File: config.mk
export PLATFORM = sky130hd
export DESIGN_NAME = mbet_cfg
export DESIGN_NICKNAME = d
export VERILOG_FILES = /design/src/rtl/mbet_pkg.sv /design/src/rtl/mbet_cfg.sv
export SDC_FILE = /design/constraint.sdc
export NUM_CORES = 1
export LEC_CHECK = 0
export BUFFER_PORTS_ARGS = -buffer_cell sky130_fd_sc_hd__buf_4
export CAP_MARGIN = 20
export CORE_MARGIN = 2
export CORE_UTILIZATION = 51
export DETAILED_ROUTE_END_ITERATION = 8
export PLACE_DENSITY = 0.84
export SLEW_MARGIN = 0
export SYNTH_ARGS = -nofsm -noshare
export SYNTH_HDL_FRONTEND = slang
export SYNTH_SLANG_ARGS = --single-unit
File: constraint.sdc
create_clock -name clk -period 1.95 [get_ports clk]
set_input_delay 0.2925 -clock clk [delete_from_list [all_inputs] [get_ports clk]]
set_output_delay 0.2925 -clock clk [all_outputs]
set_load 0.05 [all_outputs]
File: src/rtl/mbet_pkg.sv
// Shared types and constants for the Mandelbrot escape-time block.
package mbet_pkg;

    localparam int NUM_CELLS  = 4;
    localparam int ADDR_BITS  = 5;
    localparam int DATA_BITS  = 32;
    localparam int COUNT_BITS = 8;

    localparam logic [2:0] REG_RE_START = 3'd0;
    localparam logic [2:0] REG_RE_STEP  = 3'd1;
    localparam logic [2:0] REG_IM_START = 3'd2;
    localparam logic [2:0] REG_IM_STEP  = 3'd3;
    localparam logic [2:0] REG_MAX_ITER = 3'd4;

    localparam logic [31:0] RST_RE_START = 32'hE000_0000;
    localparam logic [30:0] RST_RE_STEP  = 31'd1468006;
    localparam logic [31:0] RST_IM_START = 32'hE800_0000;
    localparam logic [30:0] RST_IM_STEP  = 31'd1677722;
    localparam logic [7:0]  RST_MAX_ITER = 8'd254;

    typedef struct packed {
        logic                  valid;
        logic                  done;
        logic [COUNT_BITS-1:0] count;
    } tok_t;

    typedef struct packed {
        logic [31:0]           re_start;
        logic [30:0]           re_step;
        logic [31:0]           im_start;
        logic [30:0]           im_step;
        logic [COUNT_BITS-1:0] max_iter;
    } cfg_t;

endpackage

File: src/rtl/mbet_cfg.sv
// APB configuration registers for the Mandelbrot escape-time block.
module mbet_cfg (
    input  logic                           clk,
    input  logic                           rst_n,
    input  logic                           psel,
    input  logic                           penable,
    input  logic                           pwrite,
    input  logic [mbet_pkg::ADDR_BITS-1:0] paddr,
    input  logic [mbet_pkg::DATA_BITS-1:0] pwdata,
    output logic [mbet_pkg::DATA_BITS-1:0] prdata,
    output logic                           pready,
    output mbet_pkg::cfg_t                 cfg
);

    mbet_pkg::cfg_t cfg_reg;
    logic [2:0]     reg_idx;
    logic           wr_en;

    assign reg_idx = paddr[4:2];
    assign wr_en   = psel & penable & pwrite;
    assign pready  = 1'b1;
    assign cfg     = cfg_reg;

    always_ff @(posedge clk or negedge rst_n)
    begin
        if (!rst_n)
        begin
            cfg_reg.re_start <= mbet_pkg::RST_RE_START;
            cfg_reg.re_step  <= mbet_pkg::RST_RE_STEP;
            cfg_reg.im_start <= mbet_pkg::RST_IM_START;
            cfg_reg.im_step  <= mbet_pkg::RST_IM_STEP;
            cfg_reg.max_iter <= mbet_pkg::RST_MAX_ITER;
        end
        else if (wr_en)
        begin
            unique case (reg_idx)
                mbet_pkg::REG_RE_START: cfg_reg.re_start <= pwdata;
                mbet_pkg::REG_RE_STEP:  cfg_reg.re_step  <= pwdata[30:0];
                mbet_pkg::REG_IM_START: cfg_reg.im_start <= pwdata;
                mbet_pkg::REG_IM_STEP:  cfg_reg.im_step  <= pwdata[30:0];
                mbet_pkg::REG_MAX_ITER: cfg_reg.max_iter <= pwdata[7:0];
                default: ;
            endcase
        end
    end

    always_comb
    begin
        unique case (reg_idx)
            mbet_pkg::REG_RE_START: prdata = cfg_reg.re_start;
            mbet_pkg::REG_RE_STEP:  prdata = {1'b0, cfg_reg.re_step};
            mbet_pkg::REG_IM_START: prdata = cfg_reg.im_start;
            mbet_pkg::REG_IM_STEP:  prdata = {1'b0, cfg_reg.im_step};
            mbet_pkg::REG_MAX_ITER: prdata = {24'd0, cfg_reg.max_iter};
            default:                prdata = '0;
        endcase
    end

endmodule

==> flow_metrics.tcl, run 1 <==
set metrics [dict create \
    vdd_drop_max_uv 813 \
    syn_avg_cell_area_sq_um 16.0 \
    min_period_over_period 0.982 \
    yosysTopAreaCell "dfrtp_1" \
    grt_use_total 0.253 \
    core_sq_um 12000 \
    drive_gt1_frac 0.767 \
    detail_route.wl_per_cell_um 21.3 \
    ys_warn_count 0 \
    clockBufferDepth 2 \
    dieArea_sq_um 13200 \
    worst_pin_slew_ns 0.608 \
    cp-start-kind "register" \
    dr.pass1.iters 6 \
    rsz0062_at_grt "true" \
    end_kind "primary output" \
    fin_nets 657 \
    drtIter0Drc 287 \
    wirelength_um 16500 \
    holdWs_ns 0.123 \
    drc 0 \
    maxSlewViolCount 0 \
    portBuffers 205 \
    ant_nets 0 \
    dp_slack_ns 0.0553 \
    min_period_ns 1.91 \
    hpwl_um 11300 \
    clock_sinks 134 \
    crit_fanout 3 \
    grt_max_degree 45 \
    syn_nets 432 \
    hold_viol_final 0 \
    synth_top_area_share 0.392 \
    maxCapViolCount 0 \
    antenna_found_initial 0 \
    rows 40 \
    insertion_delay_ns 0.41 \
    powerDensity_nw_per_um2 1310 \
    cts_max_level 4 \
    cts_tree "built" \
    syn_inst 390 \
    cts_root_buf "clkbuf_16" \
    critPathRequiredTime_ns 1.66 \
    outcome "complete, no violations" \
    setup_ws_ns 0.0354 \
    finalPower_mw 11.6 \
    cellLeakagePower_nw 4.23 \
    setup_viol 0 \
    grt-ovfl-total 0 \
    synth_area_sq_um 6250 \
    grt_pass1_vias 4460 \
    die_x_um 115 \
    cp_data_arrival_time_ns 1.62 \
    area_growth_pct 40.7 \
    largest_reg_flops 134 \
    fin_skew_ns 0 \
    async_flop_share 1.00 \
    routabilityCongestion 0.867 \
    n_antenna_cell 0 \
    min_path_type "primary input to register" \
    cts-buffers-inserted 17 \
    die_h_um 115 \
    synth_cell_type_count 29 \
    synth_edf_count 0 \
    critPathKind "register to primary output" \
    path_clk_slew_ns 0.06 \
    vias_per_cell 5.67 \
    initial_core_util 0.522 \
    num_vias 4390 \
    ys_ff_latch 134 \
    synth-main-ff-cell "dfrtp_1" \
    io_pins 209 \
    synthTopCellsByArea "dfrtp_1, mux2_2, dfstp_2, mux4_2, mux2_4" \
    grt_pass1_wl_um 25000 \
    seq_area_frac_synth 0.544 \
    relSlewSlack 0.593 \
    max_freq_ghz 0.522 \
]
cells by family (layout without fill, tap and decap cells):
group	count (synthesis)	count (layout)	synth area share
flip-flops	134	134	0.544
multiplexers	166	166	0.358
other	1	1	0.000600
AND/OR/NAND/NOR	36	36	0.0416
buffers and inverters	29	266	0.0282
AO/OA/AOI/OAI	24	24	0.0272
path summary, 6_finish.rpt:
check	from	to	slack (ns)	cells after the start
hold / removal	pwdata[31]	cfg[70]	0.12	2
setup / recovery	cfg[29]	prdata[21]	0.04	3
setup reg to reg	cfg[26]	cfg[26]	1.05	2
min in group asynchronous	rst_n	cfg[71]	0.37	2
hold reg to reg	cfg[75]	cfg[75]	0.52	1
max in group asynchronous	rst_n	cfg[1]	0.89	3
through the flow:
stage / cell area (sq um) / util / TNS (ns) / instances
floorplan: 6290 / - / -0.277 / 390
global placement: 8130 / 0.680 / 0 / 735
detailed placement: 8130 / 0.680 / 0 / 735
CTS: 8700 / 0.728 / 0 / 768
global route: 8790 / 0.735 / -0.00503 / 774
finish: 8790 / 0.735 / 0 / 774
cells in the mapped netlist (2+ instances only):
library cell and count:
o21ai_0 8, mux2_1 2, mux2_4 30, buf_2 14
dfstp_2 36, mux2_2 110, nor2b_1 22, buf_6 5
buf_4 3, and2b_1 4, clkbuf_1 4, nor2_1 2
dfrtp_1 98, a32oi_1 8, mux4_2 23, a22oi_1 8
where the power goes:
| part | switching [mW] | internal (mW) |
|---|---|---|
| Combinational | 3.01 | 1.68 |
| Clock | 1.09 | 1.88 |
| Sequential | 0.464 | 3.44 |
| Total | 4.56 | 7.00 |
what timing repair did:
action / CTS / global route
hold buffers: 1 / 0
endpoints found under the setup margin: 2 / 15
hold endpoints to repair: 21 / 0
gates resized for setup: 1 / 13
buffers inserted: 1 / 6
area by class of cell:
cell class | instances | area, sq um
Tap cell | 147 | 184
Clock buffer | 27 | 503
Inverter | 1 | 3.75
Clock inverter | 4 | 45.0
Sequential cell | 134 | 3400
Multi-Input combinational cell | 227 | 2740
Fill cell | 759 | 3170
Timing Repair Buffer | 234 | 1920
layer usage:
metal | track usage | part of all wire
met5 | 0 | 0
met1 | 0.320 | 0.41
met2 | 0.408 | 0.50
met3 | 0.0810 | 0.075
met4 | 0.100 | 0.019
worst max-delay path: stages (launching register included):
cell and delay [ns]:
dfrtp_1 0.40, mux4_2 0.46, nor2b_1 0.14, buf_4 0.20
cells in the final DEF, fill, tap and decap left out, drive strengths merged:
master | Yosys | layout
nand2 | 1 | 1
mux4 | 23 | 23
nand4b | 1 | 1
dfrtp | 98 | 98
or3 | 1 | 1
mux2i | 1 | 1
nor2b | 22 | 22
dlygate4sd3 | 0 | 1
nor2 | 2 | 2
nand3 | 1 | 1
nor3 | 2 | 2
dfstp | 36 | 36
a32oi | 8 | 8
a22oi | 8 | 8
inv | 1 | 1
nor3b | 2 | 2
clkbuf | 5 | 27
bufinv | 0 | 1
and2b | 4 | 4
clkinv | 0 | 3
o21ai | 8 | 8
conb | 1 | 1
buf | 23 | 233
mux2 | 142 | 142
No activity file was read; power rests on OpenSTA's default activity.
==> run 2, diff against run 1 <==
- CELL_PAD_IN_SITES_DETAIL_PLACEMENT: not set -> 1
- CELL_PAD_IN_SITES_GLOBAL_PLACEMENT: not set -> 1
- CORE_UTILIZATION: 51 -> 41
- PLACE_DENSITY: 0.84 -> 0.83
==> run 2 against run 1 <==
  * Die area is 23% higher
  * Non-clock buffer count is 46 higher
  * Cell count is 11% higher
  * Worst hold slack worse by 0.00098 ns
  * Total power is 7.9% higher
  * Flip-flop and latch count stayed put
==> flow_metrics.tcl, run 2 (synthesis gave the netlist of run 1 again) <==
set metrics [dict create \
    maxSlewViolCount 0 \
    max_freq_ghz 0.517 \
    dieArea_sq_um 16200 \
    grtUsageMet1 0.291 \
    cp_data_arrival_time_ns 1.64 \
    outcome "complete, no violations" \
    num-fill-cells 1423 \
    maxCapViolCount 0 \
    core_sq_um 15000 \
    worst_pin_slew_ns 0.532 \
    grt_use_total 0.250 \
    path_clk_slew_ns 0.06 \
    grt-ovfl-total 0 \
    cts-buffers-inserted 17 \
    dp.cells 781 \
    relSlewSlack 0.645 \
    end_kind "primary output" \
    setup_viol 0 \
    critPathKind "register to primary output" \
    drtIter0Drc 235 \
    cts_max_level 4 \
    place_area_sq_um 8260 \
    top_usage_layer "met2" \
    whs_path_depth 2 \
    final_cell_mix "buf_4, mux2_2, dfrtp_1, dfstp_2, mux2_4" \
    portBuffers 205 \
    fin_skew_ns 0 \
    num_vias 4661 \
    die_h_um 127 \
    min_path_type "primary input to register" \
    wirelength_um 20400 \
    met2_usage 0.428 \
    vdd_drop_max_uv 886 \
    min_period_ns 1.93 \
    hold_viol_final 0 \
    final_common_cell "buf_4" \
    dr.pass1.iters 4 \
    n_antenna_cell 0 \
    register_area_sq_um 3400 \
    use_met3 0.0905 \
    drive_gt1_frac 0.794 \
    rsz0062_at_grt "true" \
    stdcell_count 862 \
    io_pins 209 \
    cts_root_buf "clkbuf_16" \
    ant_nets 0 \
    min_period_over_period 0.991 \
    insertion_delay_ns 0.42 \
    worst-r2r-setup-slack_ns 0.93 \
    detail_route.wl_per_cell_um 23.6 \
    r2r_cells 3 \
    die_x_um 127 \
    r2r-end "cfg[25]" \
    rows 45 \
    hp-start "pwdata[14]" \
    hpwl_um 12900 \
    grt_max_degree 63 \
    routabilityCongestion 0.803 \
    drc 0 \
    fin_nets 703 \
    powerDensity_nw_per_um2 1330 \
    antenna_found_initial 0 \
    initial_core_util 0.416 \
    grt_pass1_wl_um 30500 \
    cts_tree "built" \
    critPathRequiredTime_ns 1.66 \
    worst_r2r_startpoint "cfg[25]" \
    cp-start-kind "register" \
    stdcell_area_sq_um 9400 \
    area_growth_pct 50.4 \
    crit_fanout 3 \
    hold_end "cfg[85]" \
    vias_per_cell 5.41 \
    multi_input_area_sq_um 2780 \
    clock_sinks 134 \
    clockBufferDepth 2 \
    cellLeakagePower_nw 4.55 \
    grt_pass1_vias 5159 \
    largest_reg_flops 134 \
]
## run 2: changes by cell type in the layout (fill, tap and decap cells not counted), moves of 3 or more
cell,before,now
buf_4,211,244
buf_12,9,12
a32oi_2,0,3
a32oi_1,8,5
nor2b_4,0,3
nor2b_2,15,12
bufinv_16,1,4
clkbuf_1,6,2
buf_6,13,22
## run 2: critical path, cell delays in order (launching register included)
cell and delay [ns]:
dfrtp_1 0.40, mux4_2 0.48, nor2b_1 0.16, buf_6 0.17
## run 2: worst max-delay path by stage
stage,startpoint,endpoint,slack (ns),cells past startpoint
2_1_floorplan,paddr[4],prdata[0],-0.04,5
3_3_place_gp,paddr[2],cfg[0],0.02,6
3_5_place_dp,paddr[2],cfg[0],-0.02,6
4_1_cts,cfg[29],prdata[21],-0.001,3
5_1_grt,cfg[90],prdata[19],-0.04,3
6_report,cfg[60],prdata[21],0.02,3
## run 2: what timing repair did
| action | 4_1_cts | 5_1_grt |
|---|---|---|
| setup buffers | 10 | 38 |
| gates resized for setup | 15 | 16 |
| endpoints found under the hold margin | 19 | 0 |
| hold buffers | 1 | 0 |
| pin swaps | 0 | 1 |
| setup endpoints to repair | 17 | 25 |
## run 2: final cells by class
class	count	share of cell area
multi-input cells	227	0.296
inverters	1	0.000400
flip-flops and latches	134	0.362
clock buffers	23	0.0519
clock inverters	9	0.0157
well taps	188	0.0250
repair buffers	280	0.250
## run 2: layer usage
metal | up-vias | share of wire
li1 | 1990 | -
met3 | 24 | 0.067
met5 | - | 0
met4 | 0 | 0.014
met1 | 2464 | 0.39
met2 | 183 | 0.53
## run 2: stage by stage
step                setup TNS, ns  hold WS, ns  power [mW]  setup WS, ns  utilization
floorplan                  -0.277     -0.00309        7.06       -0.0400            -
global placement                0        0.227        8.48        0.0244        0.549
detailed placement        -0.0179        0.234        8.63       -0.0179        0.549
CTS                      -0.00219        0.102        12.3      -0.00131        0.601
global route               -0.173        0.108        12.9       -0.0355        0.625
finish                          0        0.122        12.5        0.0175        0.625
## run 2: where the power goes
group          switching (mW)  internal [mW]  leakage, nW  total [mW]
registers               0.488           3.44         1.63        3.93
logic                    3.17           1.92         2.61        5.08
clock network            1.19           2.27        0.313        3.46
==> run 3, diff against run 2 <==
- RECOVER_POWER: not set -> 25
==> run 3 against run 2 <==
  * Clock power about the same
  * Die area stayed put
  * Maximum frequency fell by 0.12%
  * Via count unchanged
  * Combinational power barely moved
  * Worst hold slack got worse by 0.0029 ns
  * Critical endpoint unchanged
  * Utilization shrank 0.18 points
  * First-iteration DRC count up 3.4%
  * Largest cell class unchanged
  * Global-route usage is the same
  * Critical path type unchanged
  * Largest power group unchanged
  * Non-clock buffer count did not move
  * Highest routed layer unchanged
  * Final area is 0.29% lower
  * Register-to-register slack barely moved
==> flow_metrics.tcl, run 3 (synthesis gave the netlist of run 1 again) <==
set metrics [dict create \
    setup_ws_ns 0.0152 \
    min_path_type "primary input to register" \
    portBuffers 205 \
    grt_pass1_vias 5159 \
    max_freq_ghz 0.517 \
    wirelength_um 20400 \
    insertion_delay_ns 0.42 \
    powerDensity_nw_per_um2 1330 \
    critPathLaunch "cfg[60]" \
    dieArea_sq_um 16200 \
    cp-start-kind "register" \
    die_x_um 127 \
    stdcell_area_sq_um 9370 \
    hold_viol_final 0 \
    rsz0062_at_grt "true" \
    vias_per_cell 5.41 \
    relSlewSlack 0.466 \
    drc 0 \
    antenna_found_initial 0 \
    worst_r2r_startpoint "cfg[25]" \
    hpwl_um 12900 \
    vdd_drop_max_uv 887 \
    drtIter0Drc 243 \
    setup_viol 0 \
    grt_pass1_wl_um 30500 \
    ant_nets 0 \
    cts_root_buf "clkbuf_16" \
    dr.pass1.iters 5 \
    num_vias 4661 \
    end_kind "primary output" \
    detail_route.wl_per_cell_um 23.7 \
    outcome "complete, no violations" \
    maxSlewViolCount 0 \
    dp_slack_ns -0.0179 \
    tns_ns 0 \
    hp-start "pwdata[14]" \
    largest_reg_flops 134 \
    fin_nets 703 \
    worst_pin_slew_ns 0.802 \
    clockBufferDepth 2 \
    cts_max_level 4 \
    dp.cells 781 \
    initial_core_util 0.416 \
    drive_gt1_frac 0.794 \
    dr.max_layer_used "met4" \
    cts_tree "built" \
    grt_use_total 0.250 \
    register_area_sq_um 3400 \
    dr_wl_met3_um 1420 \
    cp_data_arrival_time_ns 1.64 \
    n_antenna_cell 0 \
    num-fill-cells 1425 \
    crit_fanout 3 \
    die_h_um 127 \
    fin_skew_ns 0 \
    io_pins 209 \
    final_common_cell "buf_4" \
    area_growth_pct 49.9 \
    cellLeakagePower_nw 4.54 \
    place_area_sq_um 8260 \
    multi_input_area_sq_um 2780 \
    rows 45 \
    path_clk_slew_ns 0.06 \
    cts-buffers-inserted 17 \
    maxCapViolCount 0 \
    wl_met2_um 10900 \
    holdWs_ns 0.119 \
    clock_sinks 134 \
    wirelength_met1_um 7800 \
    routabilityCongestion 0.803 \
    min_period_ns 1.93 \
    core_sq_um 15000 \
    grt-ovfl-total 0 \
    final_cell_mix "buf_4, mux2_2, dfrtp_1, dfstp_2, mux2_4" \
    min_period_over_period 0.992 \
    grt_max_degree 63 \
    stdcell_count 862 \
    critPathKind "register to primary output" \
    critPathRequiredTime_ns 1.66 \
]
## run 3: cell types whose count changed in the layout (fill, tap and decap cells not counted), sizes merged
cell    delta
clkbuf     +2
buf        -2
## run 3: layer usage
layer | vias to the layer above | global-route usage
li1 | 1991 | -
met4 | 0 | 0.0879
met1 | 2461 | 0.291
met3 | 28 | 0.0905
met2 | 181 | 0.428
met5 | - | 0
## run 3: cell type report
class                   instances  share of cell area
flip-flops and latches        134               0.363
multi-input cells             227               0.297
repair buffers                280               0.247
clock buffers                  23              0.0521
well taps                     188              0.0251
clock inverters                 9              0.0158
inverters                       1            0.000401
## run 3: worst max-delay path, stage by stage, from the launching register on
cell	delay, ns
dfrtp_1	0.40
mux4_2	0.48
nor2b_1	0.16
buf_6	0.17
## run 3: final timing paths
check                                   to  slack [ns]  cells after the start
worst max-delay path            prdata[21]        0.02                      3
worst min-delay path               cfg[85]        0.12                      2
worst max register to register     cfg[25]        0.94                      3
worst min register to register     cfg[54]        0.53                      1
max in group asynchronous         cfg[128]        0.22                      3
min in group asynchronous         cfg[113]        0.46                      2
## run 3: what timing repair did
action | CTS | global route
buffers inserted | 10 | 38
hold buffers | 1 | 0
pin swaps | 0 | 1
setup endpoints to repair | 17 | 25
resized for setup | 15 | 16
hold endpoints to repair | 19 | 0
## run 3: where the power goes
group	leakage, nW	total, mW	switching, mW	internal [mW]
Combinational	2.60	5.08	3.17	1.91
Sequential	1.63	3.93	0.484	3.44
Clock	0.313	3.46	1.19	2.27
Total	4.54	12.5	4.84	7.62
## run 3: per-stage QoR
| step | total power, mW | util |
|---|---|---|
| after global placement | 8.48 | 0.549 |
| after floorplan | 7.06 | - |
| after global routing | 12.9 | 0.623 |
| final | 12.5 | 0.623 |
| after CTS | 12.3 | 0.601 |
| after detailed placement | 8.63 | 0.549 |
